**src/rtl/core/plt_pkg.sv**
```systemverilog
// Shared types and constants for the positional list table.
// Used by the request/result interfaces, the controller, the datapath and the top level.
package plt_pkg;

  localparam int unsigned CAPACITY_DEF = 64;
  localparam int unsigned DATA_W       = 32;
  localparam int unsigned POS_W        = 7;
  localparam int unsigned LEN_W        = 7;
  localparam int unsigned KIND_W       = 2;
  localparam int unsigned STATUS_W     = 2;

  // Request kinds
  localparam logic [KIND_W-1:0] KIND_INSERT   = 2'd0;
  localparam logic [KIND_W-1:0] KIND_DELETE   = 2'd1;
  localparam logic [KIND_W-1:0] KIND_RETRIEVE = 2'd2;

  // Result status codes
  localparam logic [STATUS_W-1:0] ST_OK    = 2'd0;
  localparam logic [STATUS_W-1:0] ST_EMPTY = 2'd1;
  localparam logic [STATUS_W-1:0] ST_RANGE = 2'd2;
  localparam logic [STATUS_W-1:0] ST_FULL  = 2'd3;

  // Controller to datapath commands
  typedef struct packed {
    logic req_load;  // capture the request on a transfer
    logic eval;      // latch status, data default and start index
    logic rd_en;     // issue a RAM read
    logic wr_en;     // write the RAM at the working index
    logic wr_item;   // write data is the request item, else read data
    logic idx_inc;
    logic idx_dec;
    logic cnt_inc;
    logic cnt_dec;
    logic data_cap;  // capture RAM read data as result data
    logic res_load;  // move result into the output register
  } plt_cmd_t;

  // Datapath to controller status
  typedef struct packed {
    logic [KIND_W-1:0] kind;
    logic              ok;        // request is a valid, error-free list operation
    logic              ins_done;  // insert gap has reached the target slot
    logic              del_done;  // delete shift has reached the list tail
    logic              out_free;  // output register can take a result
  } plt_sts_t;

endpackage

```
**src/rtl/core/plt_req_if.sv**
```systemverilog
// Request channel of the positional list table: valid/ready plus request payload.
// Depends on plt_pkg for field widths.
interface plt_req_if;
  logic                              valid;
  logic                              ready;
  logic [plt_pkg::KIND_W-1:0]        kind;
  logic [plt_pkg::POS_W-1:0]         position;
  logic signed [plt_pkg::DATA_W-1:0] item;

  modport source (output valid, output kind, output position, output item, input ready);
  modport sink   (input valid, input kind, input position, input item, output ready);
endinterface

```
**src/rtl/core/plt_rsp_if.sv**
```systemverilog
// Result channel of the positional list table: valid/ready plus result payload.
// Depends on plt_pkg for field widths.
interface plt_rsp_if;
  logic                              valid;
  logic                              ready;
  logic [plt_pkg::STATUS_W-1:0]      status;
  logic signed [plt_pkg::DATA_W-1:0] data;
  logic [plt_pkg::LEN_W-1:0]         length;
  logic                              empty_res;

  modport source (output valid, output status, output data, output length,
                  output empty_res, input ready);
  modport sink   (input valid, input status, input data, input length,
                  input empty_res, output ready);
endinterface

```
**src/rtl/core/plt_ram.sv**
```systemverilog
// Generic single-port-write, single-port-read RAM with registered read data.
// No dependencies.
module plt_ram #(
  parameter int unsigned Width = 32,
  parameter int unsigned Depth = 64
) (
  input  logic                     clk_i,
  input  logic                     we_i,
  input  logic [$clog2(Depth)-1:0] waddr_i,
  input  logic [Width-1:0]         wdata_i,
  input  logic                     re_i,
  input  logic [$clog2(Depth)-1:0] raddr_i,
  output logic [Width-1:0]         rdata_o
);

  logic [Width-1:0] mem_q [Depth];
  logic [Width-1:0] rdata_q;

  always_ff @(posedge clk_i) begin
    if (we_i) begin
      mem_q[waddr_i] <= wdata_i;
    end
    if (re_i) begin
      rdata_q <= mem_q[raddr_i];
    end
  end

  assign rdata_o = rdata_q;

endmodule

```
**src/rtl/core/plt_ctrl.sv**
```systemverilog
// Controller of the positional list table: sequences evaluation, element moves and result hand-off.
// Depends on plt_pkg for command/status structs and kind codes.
module plt_ctrl (
  input  logic              clk_i,
  input  logic              rst_ni,
  input  logic              in_valid_i,
  output logic              in_ready_o,
  input  plt_pkg::plt_sts_t sts_i,
  output plt_pkg::plt_cmd_t cmd_o
);

  localparam logic [2:0] S_IDLE   = 3'd0;
  localparam logic [2:0] S_EVAL   = 3'd1;
  localparam logic [2:0] S_INS_RD = 3'd2;
  localparam logic [2:0] S_INS_WR = 3'd3;
  localparam logic [2:0] S_DEL_RD = 3'd4;
  localparam logic [2:0] S_DEL_WR = 3'd5;
  localparam logic [2:0] S_GET    = 3'd6;
  localparam logic [2:0] S_DONE   = 3'd7;

  logic [2:0] state_q, state_d;

  always_ff @(posedge clk_i or negedge rst_ni) begin
    if (!rst_ni) begin
      state_q <= S_IDLE;
    end else begin
      state_q <= state_d;
    end
  end

  // Next state and commands
  always_comb begin
    state_d    = state_q;
    cmd_o      = '0;
    in_ready_o = 1'b0;
    case (state_q)
      S_IDLE: begin
        in_ready_o = 1'b1;
        if (in_valid_i) begin
          cmd_o.req_load = 1'b1;
          state_d        = S_EVAL;
        end
      end
      S_EVAL: begin
        cmd_o.eval = 1'b1;
        if (!sts_i.ok) begin
          state_d = S_DONE;
        end else begin
          case (sts_i.kind)
            plt_pkg::KIND_INSERT: state_d = S_INS_RD;
            plt_pkg::KIND_DELETE: state_d = S_DEL_RD;
            plt_pkg::KIND_RETRIEVE: begin
              cmd_o.rd_en = 1'b1;
              state_d     = S_GET;
            end
            default: state_d = S_DONE;
          endcase
        end
      end
      // Open the gap from the tail backward, then drop the item in
      S_INS_RD: begin
        if (sts_i.ins_done) begin
          cmd_o.wr_en   = 1'b1;
          cmd_o.wr_item = 1'b1;
          cmd_o.cnt_inc = 1'b1;
          state_d       = S_DONE;
        end else begin
          cmd_o.rd_en = 1'b1;
          state_d     = S_INS_WR;
        end
      end
      S_INS_WR: begin
        cmd_o.wr_en   = 1'b1;
        cmd_o.idx_dec = 1'b1;
        state_d       = S_INS_RD;
      end
      // Close the gap from the deleted slot toward the tail
      S_DEL_RD: begin
        if (sts_i.del_done) begin
          cmd_o.cnt_dec = 1'b1;
          state_d       = S_DONE;
        end else begin
          cmd_o.rd_en = 1'b1;
          state_d     = S_DEL_WR;
        end
      end
      S_DEL_WR: begin
        cmd_o.wr_en   = 1'b1;
        cmd_o.idx_inc = 1'b1;
        state_d       = S_DEL_RD;
      end
      S_GET: begin
        cmd_o.data_cap = 1'b1;
        state_d        = S_DONE;
      end
      S_DONE: begin
        if (sts_i.out_free) begin
          cmd_o.res_load = 1'b1;
          state_d        = S_IDLE;
        end
      end
      default: state_d = S_IDLE;
    endcase
  end

endmodule

```
**src/rtl/core/plt_dp.sv**
```systemverilog
// Datapath of the positional list table: request and count registers, element RAM, result register.
// Depends on plt_pkg and plt_ram.
module plt_dp #(
  parameter int unsigned CAPACITY = plt_pkg::CAPACITY_DEF
) (
  input  logic                              clk_i,
  input  logic                              rst_ni,
  input  plt_pkg::plt_cmd_t                 cmd_i,
  output plt_pkg::plt_sts_t                 sts_o,
  input  logic [plt_pkg::KIND_W-1:0]        kind_i,
  input  logic [plt_pkg::POS_W-1:0]         position_i,
  input  logic signed [plt_pkg::DATA_W-1:0] item_i,
  input  logic                              out_ready_i,
  output logic                              out_valid_o,
  output logic [plt_pkg::STATUS_W-1:0]      status_o,
  output logic signed [plt_pkg::DATA_W-1:0] data_o,
  output logic [plt_pkg::LEN_W-1:0]         length_o,
  output logic                              empty_res_o
);

  localparam int unsigned AW    = $clog2(CAPACITY);
  localparam int unsigned CW    = $clog2(CAPACITY + 1);
  localparam int unsigned CMP_W = ((CW > plt_pkg::POS_W) ? CW : plt_pkg::POS_W) + 1;

  // Request register
  logic [plt_pkg::KIND_W-1:0] kind_q;
  logic [plt_pkg::POS_W-1:0]  pos_q;
  logic [plt_pkg::DATA_W-1:0] item_q;

  always_ff @(posedge clk_i) begin
    if (cmd_i.req_load) begin
      kind_q <= kind_i;
      pos_q  <= position_i;
      item_q <= item_i;
    end
  end

  // Item count
  logic [CW-1:0] count_q;

  always_ff @(posedge clk_i or negedge rst_ni) begin
    if (!rst_ni) begin
      count_q <= '0;
    end else if (cmd_i.cnt_inc) begin
      count_q <= count_q + CW'(1);
    end else if (cmd_i.cnt_dec) begin
      count_q <= count_q - CW'(1);
    end
  end

  // Request checks against the current length
  logic [CMP_W-1:0]             pos_w, cnt_w;
  logic [plt_pkg::STATUS_W-1:0] status_d;
  logic                         kind_valid;

  assign pos_w = CMP_W'(pos_q);
  assign cnt_w = CMP_W'(count_q);

  always_comb begin
    status_d   = plt_pkg::ST_OK;
    kind_valid = 1'b1;
    case (kind_q)
      plt_pkg::KIND_INSERT: begin
        if (pos_q == '0 || pos_w > cnt_w + CMP_W'(1)) begin
          status_d = plt_pkg::ST_RANGE;
        end else if (count_q == CW'(CAPACITY)) begin
          status_d = plt_pkg::ST_FULL;
        end
      end
      plt_pkg::KIND_DELETE, plt_pkg::KIND_RETRIEVE: begin
        if (count_q == '0) begin
          status_d = plt_pkg::ST_EMPTY;
        end else if (pos_q == '0 || pos_w > cnt_w) begin
          status_d = plt_pkg::ST_RANGE;
        end
      end
      default: kind_valid = 1'b0;
    endcase
  end

  // Working index: write address of the next move
  logic [AW-1:0] idx_q;
  logic [AW-1:0] pos_idx;

  assign pos_idx = AW'(pos_q) - AW'(1);

  always_ff @(posedge clk_i) begin
    if (cmd_i.eval) begin
      idx_q <= (kind_q == plt_pkg::KIND_INSERT) ? AW'(count_q) : pos_idx;
    end else if (cmd_i.idx_dec) begin
      idx_q <= idx_q - AW'(1);
    end else if (cmd_i.idx_inc) begin
      idx_q <= idx_q + AW'(1);
    end
  end

  // Element store
  logic [AW-1:0]              rd_addr;
  logic [plt_pkg::DATA_W-1:0] rdata;

  always_comb begin
    case (kind_q)
      plt_pkg::KIND_INSERT: rd_addr = idx_q - AW'(1);
      plt_pkg::KIND_DELETE: rd_addr = idx_q + AW'(1);
      default:              rd_addr = pos_idx;
    endcase
  end

  plt_ram #(
    .Width (plt_pkg::DATA_W),
    .Depth (CAPACITY)
  ) u_ram (
    .clk_i   (clk_i),
    .we_i    (cmd_i.wr_en),
    .waddr_i (idx_q),
    .wdata_i (cmd_i.wr_item ? item_q : rdata),
    .re_i    (cmd_i.rd_en),
    .raddr_i (rd_addr),
    .rdata_o (rdata)
  );

  // Working result
  logic [plt_pkg::STATUS_W-1:0] st_q;
  logic [plt_pkg::DATA_W-1:0]   data_q;

  always_ff @(posedge clk_i) begin
    if (cmd_i.eval) begin
      st_q   <= status_d;
      data_q <= (kind_q == plt_pkg::KIND_RETRIEVE && status_d != plt_pkg::ST_OK) ?
                '1 : '0;
    end else if (cmd_i.data_cap) begin
      data_q <= rdata;
    end
  end

  // Output register
  logic                         rsp_valid_q;
  logic [plt_pkg::STATUS_W-1:0] rsp_status_q;
  logic [plt_pkg::DATA_W-1:0]   rsp_data_q;
  logic [plt_pkg::LEN_W-1:0]    rsp_length_q;
  logic                         rsp_empty_q;

  always_ff @(posedge clk_i or negedge rst_ni) begin
    if (!rst_ni) begin
      rsp_valid_q <= 1'b0;
    end else if (cmd_i.res_load) begin
      rsp_valid_q <= 1'b1;
    end else if (out_ready_i) begin
      rsp_valid_q <= 1'b0;
    end
  end

  always_ff @(posedge clk_i) begin
    if (cmd_i.res_load) begin
      rsp_status_q <= st_q;
      rsp_data_q   <= data_q;
      rsp_length_q <= plt_pkg::LEN_W'(count_q);
      rsp_empty_q  <= (count_q == '0);
    end
  end

  assign out_valid_o = rsp_valid_q;
  assign status_o    = rsp_status_q;
  assign data_o      = rsp_data_q;
  assign length_o    = rsp_length_q;
  assign empty_res_o = rsp_empty_q;

  // Status to controller
  assign sts_o.kind     = kind_q;
  assign sts_o.ok       = kind_valid && (status_d == plt_pkg::ST_OK);
  assign sts_o.ins_done = (idx_q == pos_idx);
  assign sts_o.del_done = (CW'(idx_q) + CW'(1)) >= count_q;
  assign sts_o.out_free = !rsp_valid_q || out_ready_i;

  // Checks
  a_count_bound: assert property (@(posedge clk_i) disable iff (!rst_ni)
    count_q <= CW'(CAPACITY))
    else $error("item count above capacity");

  a_inc_not_full: assert property (@(posedge clk_i) disable iff (!rst_ni)
    cmd_i.cnt_inc |-> count_q != CW'(CAPACITY))
    else $error("insert committed on a full list");

  a_dec_not_empty: assert property (@(posedge clk_i) disable iff (!rst_ni)
    cmd_i.cnt_dec |-> count_q != '0)
    else $error("delete committed on an empty list");

  a_load_free: assert property (@(posedge clk_i) disable iff (!rst_ni)
    cmd_i.res_load |-> (!rsp_valid_q || out_ready_i))
    else $error("result overwrote an untaken result");

endmodule

```
**src/rtl/core/positional_list_table.sv**
```systemverilog
// Positional list table: one request in, one result out per transfer.
// Each request is evaluated first; an error or an unused kind then goes straight to the result,
// a retrieve reads one element, an insert shifts elements p..length up, a delete those after p down.
// One request at a time: the next request is taken only once the result is in the output register,
// which waits while the previous result is untaken; each element move is a RAM read then a write.
// Reset clears the item count and output valid; the element RAM is not cleared.
module positional_list_table #(
  parameter int unsigned CAPACITY = plt_pkg::CAPACITY_DEF
) (
  input  logic      clk_i,
  input  logic      rst_ni,
  plt_req_if.sink   req_i,
  plt_rsp_if.source rsp_o
);

  plt_pkg::plt_cmd_t cmd;
  plt_pkg::plt_sts_t sts;

  plt_ctrl u_ctrl (
    .clk_i      (clk_i),
    .rst_ni     (rst_ni),
    .in_valid_i (req_i.valid),
    .in_ready_o (req_i.ready),
    .sts_i      (sts),
    .cmd_o      (cmd)
  );

  plt_dp #(
    .CAPACITY (CAPACITY)
  ) u_dp (
    .clk_i       (clk_i),
    .rst_ni      (rst_ni),
    .cmd_i       (cmd),
    .sts_o       (sts),
    .kind_i      (req_i.kind),
    .position_i  (req_i.position),
    .item_i      (req_i.item),
    .out_ready_i (rsp_o.ready),
    .out_valid_o (rsp_o.valid),
    .status_o    (rsp_o.status),
    .data_o      (rsp_o.data),
    .length_o    (rsp_o.length),
    .empty_res_o (rsp_o.empty_res)
  );

endmodule

```
**src/flat_wrapper.sv**
```systemverilog
// flat-port wrapper written by rule: the top's interface ports become plain ports
module positional_list_table_flat 
#(
  parameter int unsigned CAPACITY = plt_pkg::CAPACITY_DEF
)
  (clk_i, rst_ni, req_i_valid, req_i_kind, req_i_position, req_i_item, req_i_ready, rsp_o_valid, rsp_o_status, rsp_o_data, rsp_o_length, rsp_o_empty_res, rsp_o_ready);
  plt_req_if req_i_i ();
  plt_rsp_if rsp_o_i ();
  input  logic clk_i;
  input  logic rst_ni;
  input wire logic [$bits(req_i_i.valid)-1:0] req_i_valid;
  input wire logic [$bits(req_i_i.kind)-1:0] req_i_kind;
  input wire logic [$bits(req_i_i.position)-1:0] req_i_position;
  input wire logic [$bits(req_i_i.item)-1:0] req_i_item;
  output wire logic [$bits(req_i_i.ready)-1:0] req_i_ready;
  output wire logic [$bits(rsp_o_i.valid)-1:0] rsp_o_valid;
  output wire logic [$bits(rsp_o_i.status)-1:0] rsp_o_status;
  output wire logic [$bits(rsp_o_i.data)-1:0] rsp_o_data;
  output wire logic [$bits(rsp_o_i.length)-1:0] rsp_o_length;
  output wire logic [$bits(rsp_o_i.empty_res)-1:0] rsp_o_empty_res;
  input wire logic [$bits(rsp_o_i.ready)-1:0] rsp_o_ready;
  assign req_i_i.valid = req_i_valid;
  assign req_i_i.kind = req_i_kind;
  assign req_i_i.position = req_i_position;
  assign req_i_i.item = req_i_item;
  assign req_i_ready = req_i_i.ready;
  assign rsp_o_valid = rsp_o_i.valid;
  assign rsp_o_status = rsp_o_i.status;
  assign rsp_o_data = rsp_o_i.data;
  assign rsp_o_length = rsp_o_i.length;
  assign rsp_o_empty_res = rsp_o_i.empty_res;
  assign rsp_o_i.ready = rsp_o_ready;
  positional_list_table #(.CAPACITY(CAPACITY)) u_core (.clk_i(clk_i), .rst_ni(rst_ni), .req_i(req_i_i), .rsp_o(rsp_o_i));
endmodule
```
**config.mk**
```make
export PLATFORM = sky130hd
export DESIGN_NAME = positional_list_table_flat
export DESIGN_NICKNAME = d
export VERILOG_FILES = /design/src/rtl/core/plt_pkg.sv /design/src/rtl/core/plt_req_if.sv /design/src/rtl/core/plt_rsp_if.sv /design/src/rtl/core/plt_ram.sv /design/src/rtl/core/plt_ctrl.sv /design/src/rtl/core/plt_dp.sv /design/src/rtl/core/positional_list_table.sv /design/src/flat_wrapper.sv
export SDC_FILE = /design/constraint.sdc
export NUM_CORES = 2
export LEC_CHECK = 0
export BUFFER_PORTS_ARGS = -buffer_cell sky130_fd_sc_hd__buf_2
export CAP_MARGIN = 20
export CORE_MARGIN = 2
export CORE_UTILIZATION = 38
export CTS_BUF_LIST = sky130_fd_sc_hd__clkbuf_8 sky130_fd_sc_hd__clkbuf_16
export CTS_CLUSTER_DIAMETER = 100
export DETAILED_ROUTE_END_ITERATION = 8
export HOLD_SLACK_MARGIN = 0.05
export PLACE_DENSITY_LB_ADDON = 0.12
export REMOVE_ABC_BUFFERS = 1
export SYNTH_ARGS = -nofsm -noshare
export SYNTH_HDL_FRONTEND = slang
export SYNTH_HIERARCHICAL = 1
export SYNTH_SLANG_ARGS = --single-unit
```
**constraint.sdc**
```tcl
create_clock -name clk_i -period 8.25 [get_ports clk_i]
set_input_delay 1.2375 -clock clk_i [delete_from_list [all_inputs] [get_ports clk_i]]
set_output_delay 1.2375 -clock clk_i [all_outputs]
set_load 0.01 [all_outputs]
```
# == Yosys cells after proc, flatten, opt, wreduce, memory -nomap -nowiden ==
# Memories as Yosys holds them, arrays and structs flattened. A register that Yosys moved wholly into a read port is not among the register bits.
# Cells that the tools add are included.
# classes
n_lt_le_gt_ge,3
reduce_logical,20
mux,49
n_eq_ne,13
addsub,7
# op_table
cell,count
$mux W32,4
$mux W6,4
$pmux W3 S8,1
$mux W1,23
$logic_not A7 Y1,2
$mux W7,2
$eq A3 B3 Y1 const B,4
$mux W2,6
$mux W3,4
$pmux W6 S2,1
$sub A6 B1 Y6 const B,2
$pmux W3 S3,1
$add A7 B1 Y8 const B,1
$gt A7 B8 Y1,1
$reduce_bool A2 Y1,4
$add A6 B1 Y7 const B,1
$add A7 B1 Y7 const B,1
$eq A7 B7 Y1 const B,1
$ge A7 B7 Y1,1
$gt A7 B7 Y1,1
$sub A7 B1 Y7 const B,1
$add A6 B1 Y6 const B,1
$eq A3 B2 Y1 const B,2
$eq A6 B6 Y1,1
17 further kinds,22
# word_totals
ff_bits,134
input_bits,45
word_cells,106
ram_bits,2048
mem_count,1
# memory_table
name,depth,word_bits,read_ports,rd_ports_with_merged_regs,write_ports,line,text
u_core.u_dp.u_ram.mem_q,64,32,1,1,1,plt_ram.sv:16,logic [Width-1:0] mem_q [Depth];

# == Logic depth before layout (Yosys ltp) ==
# logic_depth
ltp_word,9
ltp_mapped,16
depth_no_buf,16

# == Modules after synthesis ==
# Netlist, hierarchy kept.
# by_module_without_submodules
module,cells_per_inst,area_each_um2,n_inst
plt_ram,3324,78835.6,1
plt_dp,505,6177.2,1
plt_ctrl,44,334.1,1

# == Worst setup path before layout ==
# Ideal clock, no wire load.
# synth_path
kind,flip-flop to flip-flop
start,register u_core/u_dp/pos_q[0] (netlist name)
end,memory u_core.u_dp.u_ram.mem_q[0][0] (data pin)
path_slack_ps,2748
setup_time_ps,702
synth_period_minus_slack_ps,5502
t_arrival_ps,4800
path_stages_with_launch,13
path_cell_list,edfxtp_1 inv_1 ha_1 or3b_4 xor2_1 xor2_1 nand3_1 nor4_1 nor4b_2 buf_4 clkbuf_1 clkbuf_1 o21ai_0
# synth_lines
element,line,text
from (decl),plt_dp.sv:27,logic [plt_pkg::POS_W-1:0] pos_q;
from (signal assigned),plt_dp.sv:33,pos_q <= position_i;
to (decl),plt_ram.sv:16,

==> results.json <==
{
  "grt_pass1_wl_um": 332600,
  "top_level_ports": 89,
  "htree_levels": 4,
  "yosys.cell_types.count": 66,
  "mostFrequentLayoutCells": "2203 x edfxtp_1, 544 x mux4_2, 229 x clkbuf_16, 151 x buf_4, 105 x inv_1",
  "top_usage_layer": "met2",
  "slew_headroom_pct": 23.88,
  "cts_sinks": 2214,
  "holdBufCountCts": 0,
  "final-hold-violation-count": 0,
  "power.share.switching_pct": 33.93,
  "detail-route-antenna-nets": 0,
  "grt_pass1_vias": 41460,
  "wl_per_cell_um": 32.39,
  "outcome": "finished clean",
  "drv_cap": 0,
  "dp_slack_ns": 2.407,
  "fin_crit_sh_pct": 71.58,
  "synth-seq-cells": 2214,
  "crit_type": "flip-flop to flip-flop",
  "worst_setup_path_end_kind": "flip-flop",
  "layout_commonest_cell": "edfxtp_1",
  "seq_area_um2": 66430,
  "hold_class": "input pin to async pin",
  "layout-drive-gt1-share_pct": 28.38,
  "route.detailed.drc": 0,
  "leakage_nw": 30.72,
  "drt_iter0_markers": 4291,
  "synth-async-reset-ratio_pct": 0.4968,
  "global_route.usage.met1_pct": 28.45,
  "grt_max_degree": 104,
  "grtUsageMet2_pct": 34.41,
  "die_w_um": 477.9,
  "final_max_slew_viol_count": 0,
  "grt_overflow_total": 0,
  "power_frac_seq_pct": 41.7,
  "vias": 40630,
  "power_mw": 36.36,
  "clkPwrFrac_pct": 27.0,
  "vdd.ir_drop.worst_mv": 0.2557,
  "track_usage_pct": 20.75,
  "worst_slack_ns": 2.345,
  "design.core.area_um2": 222700,
  "fillCellCount": 18960,
  "met3_usage_pct": 4.009,
  "clk_pin_slew_ns": 0.07,
  "portBuffers": 88,
  "avgSynthCellArea_um2": 22.04,
  "cp_max_fo": 17,
  "clockBufferDepth": 3,
  "synthToLayoutAreaGrowth_pct": 14.86,
  "via_per_inst": 5.552,
  "die_area_um2": 228400,
  "cts-root-buf": "clkbuf_16",
  "fin_nets": 4230,
  "finClkSkew_ns": 0.02968,
  "startpoint_type": "flip-flop",
  "min_period_ns": 5.905,
  "cellPowerDensity_nw_per_um2": 370.9,
  "clock.fmax_mhz": 169.3,
  "ys.flop_type": "edfxtp_1",
  "routed_wl_um": 237000,
  "yosys_warnings": 6,
  "rsz0062_at_grt": "false",
  "synth_area_leaders": "edfxtp_1 78%, mux4_2 14%, mux2i_1 1.1%",
  "p_int_mw": 24.02,
  "r2r_setup_slack_ns": 2.34,
  "antenna_found_initial": 11,
  "synth.top_cell.area_share_pct": 77.51,
  "syn_inst": 3873,
  "cts_setup_buffers": 0,
  "cts_tree": "yes",
  "synth_area_leader_cell": "edfxtp_1",
  "die_h_um": 477.9,
  "firstDrtPassIters": 6,
  "clk_latency_ns": 0.86,
  "worstPathRequired_ns": 8.77,
  "cts_made_buffers": 227,
  "synth_area_um2": 85350,
  "yosysSeqAreaShare_pct": 77.83,
  "rows": 173,
  "arrival_ns": 6.42,
  "start_util_pct": 38.32,
  "cts_resized": 0,
  "synth_edf_count": 2203,
  "gp_congestion": 0.7756,
  "multi_input_area_um2": 18650,
  "tightestPinTransition_ns": 1.142,
  "setup_violations": 0,
  "comb_power_share_pct": 31.2,
  "hpwl_um": 138100,
  "p_switching_mw": 12.34
}
==> worst max-delay path, cell delays in order, from the launching register on <==
cell      delay (ns)
edfxtp_1        0.51
inv_1           0.15
ha_1            0.19
or3b_4          0.40
xor2_1          0.39
xor2_1          0.20
nand3_1         0.09
nor4_1          0.48
nor4b_4         0.32
or3_1           0.42
nor2b_1         0.31
nand2_1         0.71
nor2_4          0.94
buf_4           0.43
==> power groups by stage <==
| stage | logic (mW) | clock network [mW] | registers, mW |
|---|---|---|---|
| 2_1_floorplan | 8.00 | 0 | 15.5 |
| 3_3_place_gp | 11.5 | 0 | 15.4 |
| 3_5_place_dp | 11.6 | 0 | 15.4 |
| 4_1_cts | 11.6 | 10.1 | 15.2 |
| 5_1_grt | 12.0 | 10.5 | 15.2 |
| 6_report | 11.4 | 9.83 | 15.2 |
==> synthesized netlist by cell type, types with 20 or more instances <==
| cell | instances |
|---|---|
| a21oi_1 | 79 |
| o22ai_1 | 85 |
| buf_1 | 21 |
| clkbuf_1 | 93 |
| nand2_1 | 88 |
| edfxtp_1 | 2203 |
| buf_2 | 59 |
| nor2b_1 | 21 |
| nor2_1 | 156 |
| mux4_2 | 544 |
| inv_1 | 50 |
| o221ai_1 | 31 |
| buf_4 | 28 |
| xnor2_1 | 20 |
| o21ai_0 | 77 |
| ha_1 | 35 |
| mux2i_1 | 97 |
==> metal layers <==
metal | vias up | routed length, um
met4 | 0 | 4970
li1 | 16870 | -
met5 | - | 0
met3 | 269 | 15240
met1 | 22270 | 98780
met2 | 1220 | 118000
==> cell families (layout without fill, tap and decap cells) <==
| group | after synthesis | after routing | synth area share (%) |
|---|---|---|---|
| compound gates | 332 | 332 | 2.428 |
| fa+ha+maj | 36 | 36 | 0.5366 |
| other cells | 0 | 5 | 0 |
| xor+xnor | 32 | 32 | 0.3284 |
| flops | 2214 | 2214 | 77.83 |
| buf+inv | 262 | 727 | 1.441 |
| mux | 642 | 642 | 15.51 |
| simple gates | 355 | 355 | 1.926 |
==> worst paths after layout <==
path | start | to | cells after the start
setup reg to reg | u_core/u_dp/pos_q[0] | u_core/u_dp/u_ram/mem_q[16][29] | 13
hold / removal | rst_ni | u_core/u_ctrl/state_q[0] | 1
setup / recovery | u_core/u_dp/pos_q[0] | u_core/u_dp/u_ram/mem_q[16][29] | 13
min in group clk_i | u_core/u_dp/data_q[21] | u_core/u_dp/data_o[21] | 0
max in group asynchronous | rst_ni | u_core/u_dp/count_q[5] | 1
hold reg to reg | u_core/u_dp/data_q[21] | u_core/u_dp/data_o[21] | 0
==> area by class of cell <==
| type | instances | area share (%) |
|---|---|---|
| multi-input combinational | 1397 | 19.02 |
| sequential | 2214 | 67.77 |
| clock inverter | 189 | 1.375 |
| antenna | 5 | 0.01276 |
| timing repair buffer | 257 | 1.981 |
| inverter | 52 | 0.1991 |
| clock buffer | 229 | 5.846 |
| tap | 2975 | 3.797 |
==> per-stage QoR <==
stage / util (%) / cells / hold slack [ns] / setup TNS [ns] / cell area, um2
finish: 44.01 / 7318 / 0.2555 / 0 / 98030
global route: 44.01 / 7314 / 0.2388 / 0 / 98020
CTS: 43.99 / 7311 / 0.2110 / 0 / 97990
detailed placement: 40.81 / 6893 / 0.4054 / 0 / 90910
global placement: 40.77 / 6888 / 0.4012 / 0 / 90800
floorplan: - / 3663 / 0.4003 / -1378.95 / 84310
==> sequential cells by signal, indices dropped and copies added, names as in the netlist <==
name / count
u_core/u_dp/st_q: 2
u_core/u_dp/out_valid_o: 1
u_core/u_dp/count_q: 7
u_core/u_dp/data_o: 32
u_core/u_dp/idx_q: 6
u_core/u_ctrl/state_q: 3
u_core/u_dp/u_ram/rdata_o: 32
u_core/u_dp/item_q: 32
u_core/u_dp/kind_q: 2
u_core/u_dp/u_ram/mem_q: 2048
u_core/u_dp/pos_q: 7
u_core/u_dp/status_o: 2
u_core/u_dp/length_o: 7
u_core/u_dp/empty_res_o: 1
u_core/u_dp/data_q: 32
Power figures use the tool's default switching activity.
